[src/rtl/core/hta_pkg.sv]
// shared constants for the heron triangle area block
package hta_pkg;

  // default side width, fixed widths of the port fields
  localparam int SIDE_BITS_DEF = 12;
  localparam int SIDE_W        = 12;
  localparam int AREA_W        = 31;

  // radicand shift: 16*area^2 scaled to an 8-bit fractional root
  localparam int FRAC_SHIFT = 12;

  // stream payload widths, tdata padded to whole bytes
  localparam int IN_TDATA_W  = 40;
  localparam int OUT_TDATA_W = 32;
  localparam int OUT_TUSER_W = 1;

endpackage

[src/rtl/core/hta_front.sv]
// front end: triangle check, the four factors and their product
module hta_front #(
  parameter int SIDE_BITS = hta_pkg::SIDE_BITS_DEF,
  parameter int RAD_W     = 4 * SIDE_BITS + 14
) (
  input  logic                      clk,
  input  logic                      rst_n,
  input  logic                      in_valid,
  output logic                      in_ready,
  input  logic [hta_pkg::SIDE_W-1:0] side_a,
  input  logic [hta_pkg::SIDE_W-1:0] side_b,
  input  logic [hta_pkg::SIDE_W-1:0] side_c,
  output logic                      out_valid,
  input  logic                      out_ready,
  output logic [RAD_W-1:0]          out_rad,
  output logic                      out_ok
);
  import hta_pkg::*;

  localparam int SUM_W = SIDE_BITS + 2;
  localparam int DIF_W = SIDE_BITS + 1;
  localparam int M1_W  = SUM_W + DIF_W;
  localparam int M2_W  = 2 * DIF_W;
  localparam int LO_W  = DIF_W;
  localparam int PP_W  = M1_W + LO_W;
  localparam int PW    = 4 * SIDE_BITS + 2;
  localparam int ACC_W = M1_W + M2_W;

  // stage valids and ready chain
  logic s1_v_r, s2_v_r, s3_v_r, s4_v_r;
  logic s1_rdy, s2_rdy, s3_rdy, s4_rdy;

  assign s4_rdy   = !s4_v_r || out_ready;
  assign s3_rdy   = !s3_v_r || s4_rdy;
  assign s2_rdy   = !s2_v_r || s3_rdy;
  assign s1_rdy   = !s1_v_r || s2_rdy;
  assign in_ready = s1_rdy;

  // masked sides and the strict triangle inequality
  logic [SUM_W-1:0] a_m, b_m, c_m;
  logic [SUM_W-1:0] ab, bc, ac, abc;
  logic             ok_c;
  logic [SUM_W-1:0] x_c, y_c, z_c;

  always_comb begin
    a_m  = SUM_W'(side_a[SIDE_BITS-1:0]);
    b_m  = SUM_W'(side_b[SIDE_BITS-1:0]);
    c_m  = SUM_W'(side_c[SIDE_BITS-1:0]);
    ab   = a_m + b_m;
    bc   = b_m + c_m;
    ac   = a_m + c_m;
    abc  = ab + c_m;
    ok_c = (ab > c_m) && (bc > a_m) && (ac > b_m);
    x_c  = bc - a_m;
    y_c  = ac - b_m;
    z_c  = ab - c_m;
  end

  // stage 1: sum and differences, zeroed when not a triangle
  logic [SUM_W-1:0] s1_sum_r;
  logic [DIF_W-1:0] s1_x_r, s1_y_r, s1_z_r;
  logic             s1_ok_r;

  always_ff @(posedge clk) begin
    if (!rst_n) begin
      s1_v_r <= 1'b0;
    end else if (s1_rdy) begin
      s1_v_r <= in_valid;
    end
    if (s1_rdy) begin
      s1_ok_r  <= ok_c;
      s1_sum_r <= ok_c ? abc : '0;
      s1_x_r   <= ok_c ? x_c[DIF_W-1:0] : '0;
      s1_y_r   <= ok_c ? y_c[DIF_W-1:0] : '0;
      s1_z_r   <= ok_c ? z_c[DIF_W-1:0] : '0;
    end
  end

  // stage 2: two pairwise products
  logic [M1_W-1:0] s2_m1_r;
  logic [M2_W-1:0] s2_m2_r;
  logic            s2_ok_r;

  always_ff @(posedge clk) begin
    if (!rst_n) begin
      s2_v_r <= 1'b0;
    end else if (s2_rdy) begin
      s2_v_r <= s1_v_r;
    end
    if (s2_rdy) begin
      s2_ok_r <= s1_ok_r;
      s2_m1_r <= M1_W'(s1_sum_r) * M1_W'(s1_x_r);
      s2_m2_r <= M2_W'(s1_y_r) * M2_W'(s1_z_r);
    end
  end

  // stage 3: partial products of the wide multiply, split on m2
  logic [PP_W-1:0] s3_pp_lo_r, s3_pp_hi_r;
  logic            s3_ok_r;

  always_ff @(posedge clk) begin
    if (!rst_n) begin
      s3_v_r <= 1'b0;
    end else if (s3_rdy) begin
      s3_v_r <= s2_v_r;
    end
    if (s3_rdy) begin
      s3_ok_r    <= s2_ok_r;
      s3_pp_lo_r <= PP_W'(s2_m1_r) * PP_W'(s2_m2_r[LO_W-1:0]);
      s3_pp_hi_r <= PP_W'(s2_m1_r) * PP_W'(s2_m2_r[M2_W-1:LO_W]);
    end
  end

  // stage 4: combine partials, append the fractional scaling
  logic [ACC_W-1:0] prod_c;

  assign prod_c = ACC_W'(s3_pp_lo_r) + (ACC_W'(s3_pp_hi_r) << LO_W);

  logic [RAD_W-1:0] s4_rad_r;
  logic             s4_ok_r;

  always_ff @(posedge clk) begin
    if (!rst_n) begin
      s4_v_r <= 1'b0;
    end else if (s4_rdy) begin
      s4_v_r <= s3_v_r;
    end
    if (s4_rdy) begin
      s4_ok_r  <= s3_ok_r;
      s4_rad_r <= {prod_c[PW-1:0], {FRAC_SHIFT{1'b0}}};
    end
  end

  assign out_valid = s4_v_r;
  assign out_rad   = s4_rad_r;
  assign out_ok    = s4_ok_r;

endmodule

[config.mk]
export PLATFORM = sky130hd
export DESIGN_NAME = hta_front
export DESIGN_NICKNAME = d
export VERILOG_FILES = /design/src/rtl/core/hta_pkg.sv /design/src/rtl/core/hta_front.sv
export SDC_FILE = /design/constraint.sdc
export NUM_CORES = 2
export LEC_CHECK = 0
export BUFFER_PORTS_ARGS = -buffer_cell sky130_fd_sc_hd__buf_4
export CAP_MARGIN = 30
export CORE_ASPECT_RATIO = 1.25
export CORE_MARGIN = 1
export CORE_UTILIZATION = 55
export CTS_CLUSTER_SIZE = 20
export DETAILED_ROUTE_END_ITERATION = 10
export PLACE_DENSITY = 0.83
export SLEW_MARGIN = 20
export SYNTH_ARGS = -nofsm -noshare
export SYNTH_HDL_FRONTEND = slang
export SYNTH_SLANG_ARGS = --single-unit
[constraint.sdc]
create_clock -name clk -period 6 [get_ports clk]
set_clock_uncertainty 0.15 [all_clocks]
set_input_delay 1.2 -clock clk [delete_from_list [all_inputs] [get_ports clk]]
set_output_delay 1.2 -clock clk [all_outputs]
set_load 0.02 [all_outputs]
==> flow_summary.ini <==
[sta]
tns_ps = -104
finalHoldViolations = 0
drv_slew = 0
max_slew_margin = 0.487
rsz0062_at_grt = true
post-route-period-util = 1.02
worst_slew_pin_slew_ps = 765
finalSetupViolations = 3
fmaxAchievable_mhz = 164
min_period_ps = 6090
worst_slack_ps = -90.4

[yosys]
synth_top_cell_by_area = fa_1
netlist.area_leader.share = 0.355
yosysUniqueCellTypes = 74
yosys-top-cells-area = fa_1, edfxtp_1, ha_1
yosysMostFrequentCell = inv_1
synth_edf_count = 236
yosysSeqAreaShare = 0.157
syn_area_per_cell_um2 = 9.28
syn-cell-area_um2 = 45600
synthArstFlopShare = 0
synth_seq_cells = 240
syn_inst = 4914
synth_top_flop_cell = edfxtp_1
synth_commonest_cells = inv_1, fa_1, nand2_1
ys_warn_count = 0

[finish]
seqCellArea_um2 = 7170
synthToLayoutAreaGrowth_pct = 13.1
multi_input_area_um2 = 34300
fin_nets = 6456
drive_above_1_share = 0.118
finalNonFillerCells = 6284
diodes = 0
final_util = 0.631
fillers = 6123

[placement]
numPlacedInstances = 6159
portBuffers = 92
place.gp.congestion = 0.937
post-place-ws_ps = -313
post-dp-hpwl_mm = 88.6

[run_status]
violations = setup timing
status = finished, violations left

[pwr]
p_switching_mw = 4.72
totalPowerFinal_mw = 10.5
leakage_nw = 26.5
p_per_area_nw_per_um2 = 204
p_int_mw = 5.79
irDropWorstVdd_mv = 0.210
pwr-share-clk = 0.151
power_frac_comb = 0.587
power_frac_seq = 0.261
sw_frac_of_total = 0.449

[global_route]
grt_pass1_wl_mm = 179
first_global_vias = 37300
gr-total-overflow = 0
grt_max_degree = 60
grt_usage = 0.266
antenna_found_initial = 0

[die]
start_util = 0.558
die_area_um2 = 84000
core_area_um2 = 81700
rows = 117
die_w_um = 259
die_y_um = 324
ioPinCount = 105

[worst_setup_path]
crit_fanout = 6
end_kind = flop
worst-setup-path-type = reg2reg
start_kind = flop
critPathArrivalTime_ps = 6410
crit_required_ps = 6320

[routing]
postRouteAntennaNets = 0
via_per_inst = 5.57
num_vias = 35000
drc = 0
wl_mm = 112
drt_iter0_drc = 2439
dr.pass1.iters = 6
detail_route.wl_per_cell_um = 17.8

[clock_tree]
numCtsBuffers = 26
clk_pin_slew_ps = 70
cts_root_buf = clkbuf_16
clk_latency_ps = 610
cts.path.max_buffers = 3
cts_max_level = 1
cts_hold_buf = 0
cts_tree = done
clock_sinks = 240

[worst_hold_path]
hold_class = reg2reg

[run]
cap_violations = 0
==> power groups by stage <==
stage	sequential, mW	clock [mW]	combinational, mW
after floorplan	2.65	0	3.50
after global placement	2.86	0	5.28
after detailed placement	2.88	0	5.49
after CTS	2.82	1.61	5.67
after global routing	2.78	1.67	6.73
final	2.75	1.59	6.17
==> stage by stage <==
stage | area [um2] | hold slack (ps)
finish | 51600 | 269
global route | 51600 | 277
CTS | 50500 | 272
detailed placement | 49400 | 255
global placement | 49300 | 257
floorplan | 45600 | 250
==> what timing repair did <==
item                                    in CTS  in global routing
endpoints found under the setup margin      23                 32
setup buffers                               21                 56
gates resized for setup                     41                 99
cloned                                       1                  4
pin swaps                                   22                 64
==> sequential cells by signal, indices dropped and copies added (netlist names) <==
register,count
s1_ok_r,1
s2_m1_r,27
s2_m2_r,26
s3_v_r,1
s2_ok_r,1
s1_x_r,13
s3_ok_r,1
out_rad,50
out_valid,1
s1_z_r,12
s1_v_r,1
out_ok,1
s1_y_r,13
s2_v_r,1
s3_pp_lo_r,40
s1_sum_r,14
s3_pp_hi_r,37
==> worst paths after layout <==
kind	startpoint	end	slack (ps)	depth (start not counted)
worst max-delay path	s2_m2_r[2]$_DFFE_PP_	s3_pp_lo_r[37]$_DFFE_PP_	-90	21
worst max register to register	s2_m2_r[2]$_DFFE_PP_	s3_pp_lo_r[37]$_DFFE_PP_	-90	21
worst min register to register	s3_pp_lo_r[3]$_DFFE_PP_	out_rad[15]$_DFFE_PP_	270	0
worst min-delay path	s3_pp_lo_r[3]$_DFFE_PP_	out_rad[15]$_DFFE_PP_	270	0
==> worst max-delay path: stages, from the launching register on <==
cell and delay [ps]:
edfxtp_1 440, buf_6 180, and2_4 160, fa_1 520, inv_1 80, fa_1 500, inv_1 60, fa_1 480
fa_1 500, inv_1 50, fa_1 490, inv_2 50, ha_4 260, nand4_1 150, nor3_2 200, o2111ai_2 210
nand3_2 180, a41oi_4 170, o31ai_4 370, a31oi_2 150, or4b_1 520, nand4_1 80
==> layout make-up <==
type	count	share of cell area
Inverter	1031	0.0750
Sequential cell	240	0.139
Tap cell	1071	0.0260
Multi-Input combinational cell	3444	0.666
Clock buffer	28	0.0128
Timing Repair Buffer	453	0.0788
Clock inverter	17	0.00286
==> kinds of logic after synthesis <==
| group | count (synthesis) | synth area share |
|---|---|---|
| XOR/XNOR | 204 | 0.0392 |
| buffers and inverters | 1241 | 0.103 |
| multiplexers | 3 | 0.000659 |
| other | 1 | 0.0000823 |
| flip-flops | 240 | 0.157 |
| AND/OR/NAND/NOR | 1480 | 0.156 |
| AO/OA/AOI/OAI | 525 | 0.0751 |
| adder cells (fa/ha/maj) | 1220 | 0.468 |
==> cells in the final DEF (no fill, tap or decap), types with 39 or more instances in the layout <==
cell,netlist,final
inv_1,1031,1022
nand2_1,713,705
a21oi_1,171,157
and2_1,421,410
ha_1,411,394
nor2_1,103,99
a21o_1,83,83
nor3_1,75,73
edfxtp_1,236,236
buf_12,0,39
buf_4,12,390
fa_1,809,801
xnor2_1,148,148
xor2_1,56,56
o21ai_0,77,70
==> metal layers <==
layer	wire (um)	GRT usage	share of wire
met5	0	0	0
met4	6260	0.122	0.056
met3	7380	0.0311	0.066
met2	58200	0.496	0.52
met1	40200	0.301	0.36
Note: power is estimated with default switching activity, not from simulation.
