### src/rtl/core/hta_pkg.sv
// shared constants for the heron triangle area block
package hta_pkg;

  // default side width, fixed widths of the port fields
  localparam int SIDE_BITS_DEF = 12;
  localparam int SIDE_W        = 12;
  localparam int AREA_W        = 31;

  // radicand shift: 16*area^2 scaled to an 8-bit fractional root
  localparam int FRAC_SHIFT = 12;

  // stream payload widths, tdata padded to whole bytes
  localparam int IN_TDATA_W  = 40;
  localparam int OUT_TDATA_W = 32;
  localparam int OUT_TUSER_W = 1;

endpackage

### src/rtl/core/hta_sqrt_cell.sv
// one cell of the square root chain: resolves one root bit per item
module hta_sqrt_cell #(
  parameter int RAD_W = 62,
  parameter int RT_W  = 31
) (
  input  logic              clk,
  input  logic              rst_n,
  input  logic              in_valid,
  output logic              in_ready,
  input  logic [RAD_W-1:0]  in_rad,
  input  logic [RT_W:0]     in_rem,
  input  logic [RT_W-1:0]   in_root,
  input  logic              in_ok,
  output logic              out_valid,
  input  logic              out_ready,
  output logic [RAD_W-1:0]  out_rad,
  output logic [RT_W:0]     out_rem,
  output logic [RT_W-1:0]   out_root,
  output logic              out_ok
);
  import hta_pkg::*;

  localparam int CUR_W = RT_W + 3;

  logic             v_r;
  logic [RAD_W-1:0] rad_r;
  logic [RT_W:0]    rem_r;
  logic [RT_W-1:0]  root_r;
  logic             ok_r;

  assign in_ready = !v_r || out_ready;

  // trial subtract of the next digit pair
  logic [CUR_W-1:0] cur, trial, diff;
  logic             ge;
  logic [RT_W:0]    rem_nxt;
  logic [RT_W-1:0]  root_nxt;
  logic [RAD_W-1:0] rad_nxt;

  always_comb begin
    cur      = {in_rem, in_rad[RAD_W-1 -: 2]};
    trial    = CUR_W'({in_root, 2'b01});
    ge       = cur >= trial;
    diff     = cur - trial;
    rem_nxt  = ge ? diff[RT_W:0] : cur[RT_W:0];
    root_nxt = {in_root[RT_W-2:0], ge};
    rad_nxt  = {in_rad[RAD_W-3:0], 2'b00};
  end

  always_ff @(posedge clk) begin
    if (!rst_n) begin
      v_r <= 1'b0;
    end else if (in_ready) begin
      v_r <= in_valid;
    end
    if (in_ready) begin
      rad_r  <= rad_nxt;
      rem_r  <= rem_nxt;
      root_r <= root_nxt;
      ok_r   <= in_ok;
    end
  end

  assign out_valid = v_r;
  assign out_rad   = rad_r;
  assign out_rem   = rem_r;
  assign out_root  = root_r;
  assign out_ok    = ok_r;

endmodule

### config.mk
export PLATFORM = sky130hd
export DESIGN_NAME = hta_sqrt_cell
export DESIGN_NICKNAME = d
export VERILOG_FILES = /design/src/rtl/core/hta_pkg.sv /design/src/rtl/core/hta_sqrt_cell.sv
export SDC_FILE = /design/constraint.sdc
export NUM_CORES = 1
export LEC_CHECK = 0
export BUFFER_PORTS_ARGS = -buffer_cell sky130_fd_sc_hd__buf_2
export CAP_MARGIN = 15
export CORE_MARGIN = 3
export CORE_UTILIZATION = 45
export CTS_CLUSTER_SIZE = 40
export DETAILED_ROUTE_END_ITERATION = 16
export PLACE_DENSITY = 0.78
export SYNTH_ARGS = -nofsm -noshare
export SYNTH_HDL_FRONTEND = slang
export SYNTH_SLANG_ARGS = --single-unit
export TNS_END_PERCENT = 10
### constraint.sdc
create_clock -name clk -period 5.4 [get_ports clk]
set_input_delay 0.27 -clock clk [delete_from_list [all_inputs] [get_ports clk]]
set_output_delay 0.27 -clock clk [all_outputs]
set_load 0.02 [all_outputs]
==> key figures, run 1 <==
Min path
  • Worst hold start: in_rad[25]
  • Hold Path Class: in2reg
  • Worst Hold Depth: 1
  • Hold EP: out_rad[27]

Pwr
  • Pwr/cell area: ~370 nW/um^2
  • Maximum VDD drop: about 0.00016 V
  • Leak: between 0.003 and 0.004 uW

Clocking
  • # resized after CTS: 0
  • H-Tree Depth: 4
  • Clk slew on worst S/H paths: roughly 0.06 ns
  • Clock Latency Late Sink: 0.42 ns
  • Clock buffer depth: 2
  • Total CTS buffers: 17
  • Clk root buf: clkbuf_16
  • CTS tree: yes
  • Num Clock Sinks: ~130
  • Post-CTS Setup Bufs: 0
  • Hold Buf Count CTS: 0

Global routing
  • Grt total ovfl: 0
  • GRT Overall Usage: 0.215
  • First-pass GRT wire length: around 24 mm
  • Vias in the first global route: 4703
  • Initial antenna violation count: 2
  • Largest net degree at the start of global routing: 75

Setup path
  • Worst path top cell family by delay: simple AND/OR/NAND/NOR gates
  • CP Buf/Inv Count: 1
  • CP Launch Type: primary input
  • CP Class: in2reg
  • CP required: 5.56 ns
  • Critical Path Sink Type: flop
  • RR Endpoint: out_rem[18]
  • Critical Path AT: approximately 3.7 ns
  • Reg-to-reg critical path startpoint: out_valid
  • R2R setup slack: 3.24 ns
  • Slowest CP cell: and2_2
  • Reg2Reg Depth: 2
  • CP cell instances: buf_2, ha_1, nor2b_1, o2111ai_1, a31oi_1, a211oi_2, nor2_1, a211o_1, and2_2, mux2_2
  • CP max stage delay: a little under 0.9 ns
  • Crit-path max FO: 33

Logic synthesis
  • Fraction of registers with async set/reset: 0
  • Avg Inst Size Synth: around 14 um^2
  • Synth Cell Area: between 6000 and 7000 um^2
  • Multiplexer share of the synthesized area: 0.0638
  • XOR/XNOR Fraction of Synth Area: 0.0431
  • Most common flop cell mapped by yosys: edfxtp_1
  • Mapped Cells: 447
  • Adder-cell share of the synthesized area: 0.0677
  • EDFF count, synth: between 100 and 150
  • Compound-Gate Fraction of Synth Area: 0.106
  • Main combinational cell family by area after synthesis: compound AO/OA/AOI/OAI gates
  • Synth warn: 0
  • Seq/Total Area, Yosys: 0.614
  • Simple-Gate Fraction of Synth Area: 0.0649
  • Netlist cell types: 52
  • Flops & latches, synth: ~130

Timing
  • RSZ-0062 raised after global routing: no
  • Rel. slew slack: 0.307
  • TNS Setup: 0 ns
  • Measured slew at the worst slew-check pin: slightly above 1 ns
  • Slew Viols, Final: 0
  • Fin crit period: between 3 and 4 ns
  • Min Hold Slack: about 0.026 ns
  • Post-Route Skew: approximately 0.0063 ns
  • Fin. Hold Viols: 0
  • Worst setup margin: ~1.9 ns
  • Part of the cycle the worst path needs: 0.650
  • FMAX: 0.285 GHz
  • Final setup fails: 0

Layout
  • ANT cells: 0
  • Most frequent cells in the layout: 255 x buf_2, 124 x edfxtp_1, 41 x inv_1
  • FILL cells: about 1100
  • Final #Nets: a little under 900
  • Design area: about 8100 um^2
  • Layout cells sized above 1: 0.436
  • Commonest non-fill, non-tap cell in the layout: buf_2
  • Area Growth Syn to Fin: 32.8%

Placement
  • Buffers added on ports: about 260
  • Area after DPL: 7520 um^2
  • Dpl hpwl: roughly 13 mm
  • Pre-CTS setup slack: roughly 1.5 ns
  • Placer Congestion: between 0.9 and 1

Route
  • Via count: 4651
  • Routed Antenna Nets: 0
  • Drt first pass iters: 4
  • Vias per Instance: around 5.2
  • DR DRC count: 0
  • Final WL: 16.5 mm
  • Iteration-0 DRC Markers: 304
  • Avg WL per Cell: 18.4 um

Floorplan
  • Site Rows: 41
  • Die Y: 122 um
  • Initial core utilization: 0.472
  • I/O pin cnt: around 260
  • Die width: approximately 120 um
  • Die Area: 15000 um^2
  • Core area: around 13000 um^2

Job
  • Max-capacitance violation count: 0

Outcome
  • Outcome: complete, no violations
-- cell type report --
class / count / area, um^2 / area share
Multi-Input combinational cell: 269 / 2120 / 0.262
Clock buffer: 18 / 429 / 0.0530
Inverter: 41 / 154 / 0.0190
Sequential cell: 125 / 3740 / 0.462
Timing Repair Buffer: 256 / 1280 / 0.159
Tap cell: 172 / 215 / 0.0266
Clock inverter: 14 / 145 / 0.0179
-- stage by stage --
| stage | std cells | utilization | total power [uW] |
|---|---|---|---|
| 2_1_floorplan | 448 | - | 1680 |
| 3_3_place_gp | 863 | 0.582 | 1870 |
| 3_5_place_dp | 863 | 0.582 | 1890 |
| 4_1_cts | 895 | 0.626 | 2990 |
| 5_1_grt | 895 | 0.626 | 3100 |
| 6_report | 895 | 0.626 | 2970 |
-- per-layer routing --
metal / global-route usage / part of all wire / up-vias
met5: 0 / 0.0020 / -
met4: 0.0875 / 0.031 / 4
met3: 0.0696 / 0.082 / 42
met2: 0.386 / 0.52 / 201
met1: 0.235 / 0.37 / 2197
li1: - / - / 2207
-- state kept, by name (all words and copies together) (netlist names) --
register and cells:
out_root 31, out_valid 1, out_ok 1, out_rad 60
out_rem 32
-- worst max path at each step --
stage                     from           to  slack [ns]  depth (start not counted)
finish               in_rem[0]  out_rem[31]        1.89                         10
detailed placement  in_root[0]  out_rem[31]        1.50                         11
CTS                  in_rem[0]  out_rem[31]        1.89                         10
floorplan            out_ready    out_valid        1.32                          2
global placement     in_rem[0]   out_rem[4]        1.61                         10
global route        in_root[0]  out_rem[31]        1.72                         11
-- power by group --
part	switching, uW	internal [uW]
registers	28.0	1190
logic	386	267
clock network	422	678
total	836	2140
-- cells in the mapped netlist (all sizes together) (8+ instances only) --
cell / number / area share
edfxtp: 124 / 0.61
inv: 41 / 0.025
a21oi: 35 / 0.029
ha: 33 / 0.068
mux2: 26 / 0.062
xnor2: 24 / 0.034
nand2: 21 / 0.013
nor2: 14 / 0.0086
o21ai: 14 / 0.011
a21o: 11 / 0.014
nand2b: 9 / 0.0092
nor3: 8 / 0.0066
-- cells by family after synthesis --
kind of cell / count (synthesis)
mux: 27
buf+inv: 54
compound gates: 99
other cells: 1
xor+xnor: 30
flops: 125
fa+ha+maj: 33
simple gates: 78
No activity file was read; power rests on OpenSTA's default activity.
==> run 2, diff against run 1 <==
==> constraint.sdc (replaced) <==
create_clock -name clk -period 3.4 [get_ports clk]
set_input_delay 0.17 -clock clk [delete_from_list [all_inputs] [get_ports clk]]
set_output_delay 0.17 -clock clk [all_outputs]
set_load 0.02 [all_outputs]
==> run 2 against run 1 <==
Net effect:
- power rose by 62%
- clock power grew 55%
- non-clock buffer count is 101 higher
- sequential power increased by 60%
- worst setup slack worse by 1.6 ns
- clock-buffer cell count shrank 1
- clock skew decreased by 0.0019 ns
- critical path depth is 2 higher
- largest power group unchanged
- final cell count increased by 12%
- routed wire length up 25%
- via count is 15% higher
==> key figures, run 2 (synthesis gave the netlist of run 1 again) <==
Layout
  • Max reg flops: 60 (unchanged)
  • Layout cells sized above 1: 0.393 (-0.0425)
  • Commonest non-fill, non-tap cell in the layout: buf_2
  • Final #Nets: 974 (+12%)
  • Most frequent cells in the layout: 255 x buf_2, 124 x edfxtp_1, 92 x dlygate4sd3_1
  • Area Growth Syn to Fin: 48.9%

Setup path
  • CP Launch Type: primary input
  • CP required: 3.56 ns (-2.00 ns)
  • Critical Path Most Common Cell: nand2_1
  • Crit-path max FO: 33 (unchanged)
  • CP max stage delay: 0.55 ns (-0.34 ns)
  • CP Class: in2reg
  • Reg-to-reg critical path startpoint: out_valid
  • Critical Path Sink Type: flop
  • CP startpoint: in_root[19]
  • Slowest CP cell: and2_4
  • Critical Path AT: 3.25 ns (-0.42 ns)
  • CP cell instances: dlygate4sd3_1, buf_2, inv_1, ha_1, nand2_1, o21ai_0, nand2_1, a21oi_1, a41o_1, a211o_1, and2_4, mux2_2

Route
  • Routed Antenna Nets: 0 (unchanged)
  • DR DRC count: 0 (unchanged)
  • Via count: 5338 (+15%)
  • Avg WL per Cell: 20.7 um (+12%)
  • Iteration-0 DRC Markers: 436 (+43%)
  • Final WL: 20.6 mm (+25%)
  • Vias per Instance: 5.35 (+2.9%)
  • Drt first pass iters: 5 (+1)

Timing
  • TNS Setup: 0 ns (unchanged)
  • Part of the cycle the worst path needs: 0.909
  • Slew Viols, Final: 0 (unchanged)
  • Rel. slew slack: 0.592 (+0.285)
  • Post-Route Skew: 0.00438 ns (-0.00194 ns)
  • FMAX: between 0.3 and 0.4 GHz
  • Fin. Hold Viols: 0 (unchanged)
  • RSZ-0062 raised after global routing: no
  • Fin crit period: roughly 3.1 ns
  • Final setup fails: 0 (unchanged)
  • Measured slew at the worst slew-check pin: 0.611 ns (-0.428 ns)

Min path
  • Worst hold start: in_valid
  • Hold Path Class: in2reg

Floorplan
  • Die Y: 122 um (unchanged)
  • Die width: 122 um (unchanged)
  • Core area: 12900 um^2 (unchanged)
  • Die Area: 15000 um^2 (unchanged)
  • Site Rows: 41 (unchanged)
  • Initial core utilization: 0.472 (unchanged)
  • I/O pin cnt: 258 (unchanged)

Pwr
  • Sw power: 1430 uW (+70%)
  • Combinational share of power: 0.242 (+0.023)
  • Leak: 0.00419 uW (+11%)
  • Share of power burned in registers: 0.404 (-0.007)
  • Clock network power share: 0.354 (-0.016)
  • Pwr Total: 4830 uW (+62%)
  • Cell-internal power: 3400 uW (+59%)
  • Pwr/cell area: 532 nW/um^2 (+45%)
  • Maximum VDD drop: 0.000283 V (+73%)
  • Switching share of power: 0.295 (+0.0142)

Clocking
  • Clk slew on worst S/H paths: 0.06 ns (about the same)
  • Post-CTS Setup Bufs: 0 (unchanged)
  • Clock buffer depth: 2 (unchanged)
  • Clk root buf: clkbuf_16
  • CTS tree: yes
  • H-Tree Depth: 4 (unchanged)
  • Total CTS buffers: 17 (unchanged)
  • Num Clock Sinks: 125 (unchanged)
  • Clock Latency Late Sink: 0.42 ns (about the same)

Placement
  • Buffers added on ports: 255 (unchanged)
  • Placer Congestion: 0.871 (-5.0%)
  • Dpl hpwl: 12.9 mm (+1.3%)

Global routing
  • GRT Overall Usage: 0.271 (+0.0557)
  • Initial antenna violation count: 2 (unchanged)
  • Vias in the first global route: 5594 (+19%)
  • Grt total ovfl: 0 (unchanged)
  • First-pass GRT wire length: 30.4 mm (+25%)
  • Largest net degree at the start of global routing: 74 (-1.3%)

Job
  • Max-capacitance violation count: 0 (unchanged)

Outcome
  • Outcome: complete, no violations
## run 2: cell count changes in the layout (fill, tap and decap cells not counted), sizes merged
cell	delta
clkinvlp	+3
buf	+9
clkinv	-1
diode	+2
dlygate4sd3	+92
clkbuf	-1
bufinv	-1
## run 2: stage by stage
stage | hold slack, ns | util | std cells | worst slack [ns] | area (um^2)
floorplan | 0.269 | - | 448 | 0.623 | 6100
global placement | 0.347 | 0.588 | 872 | 0.198 | 7600
detailed placement | 0.348 | 0.588 | 872 | 0.0842 | 7600
CTS | 0.00572 | 0.702 | 996 | 0.0218 | 9070
global route | 0.0438 | 0.702 | 998 | 0.101 | 9080
finish | 0.0421 | 0.702 | 998 | 0.310 | 9080
## run 2: power by group through the flow
| stage | Combinational (uW) | Sequential (uW) | Clock, uW |
|---|---|---|---|
| after floorplan | 473 | 2190 | 0 |
| after global placement | 1030 | 1970 | 0 |
| after detailed placement | 1050 | 1970 | 0 |
| after CTS | 1140 | 1940 | 1700 |
| after global routing | 1240 | 1960 | 1790 |
| final | 1170 | 1950 | 1710 |
## run 2: what timing repair did
action / 4_1_cts / 5_1_grt
setup endpoints to repair: 0 / 26
endpoints found under the hold margin: 92 / 0
hold buffers: 92 / 0
resized for setup: 0 / 1
## run 2: area by class of cell
class / count / area (um^2)
Fill cell: 860 / 3850
Sequential cell: 125 / 3740
Timing Repair Buffer: 357 / 2280
Multi-Input combinational cell: 269 / 2130
Clock buffer: 17 / 425
Tap cell: 172 / 215
Inverter: 41 / 154
Clock inverter: 15 / 123
Antenna cell: 2 / 5.00
## run 2: path summary, 6_finish.rpt
path,endpoint,slack [ns],cells after the start
worst max-delay path,out_rem[31],0.31,12
worst min-delay path,out_valid,0.04,3
worst max register to register,out_root[19],1.93,2
worst min register to register,out_rad[33],0.86,1
## run 2: critical path, delay by kind of cell
family / cells / cell delay, ns
buf+inv: 3 / 0.67
mux: 1 / 0.42
simple gates: 3 / 0.76
compound gates: 4 / 0.84
fa+ha+maj: 1 / 0.37
## run 2: per-layer routing
metal,wire length [um],global-route usage
met1,7270,0.289
met2,11000,0.488
met3,1690,0.0829
met4,656,0.126
met5,0,0
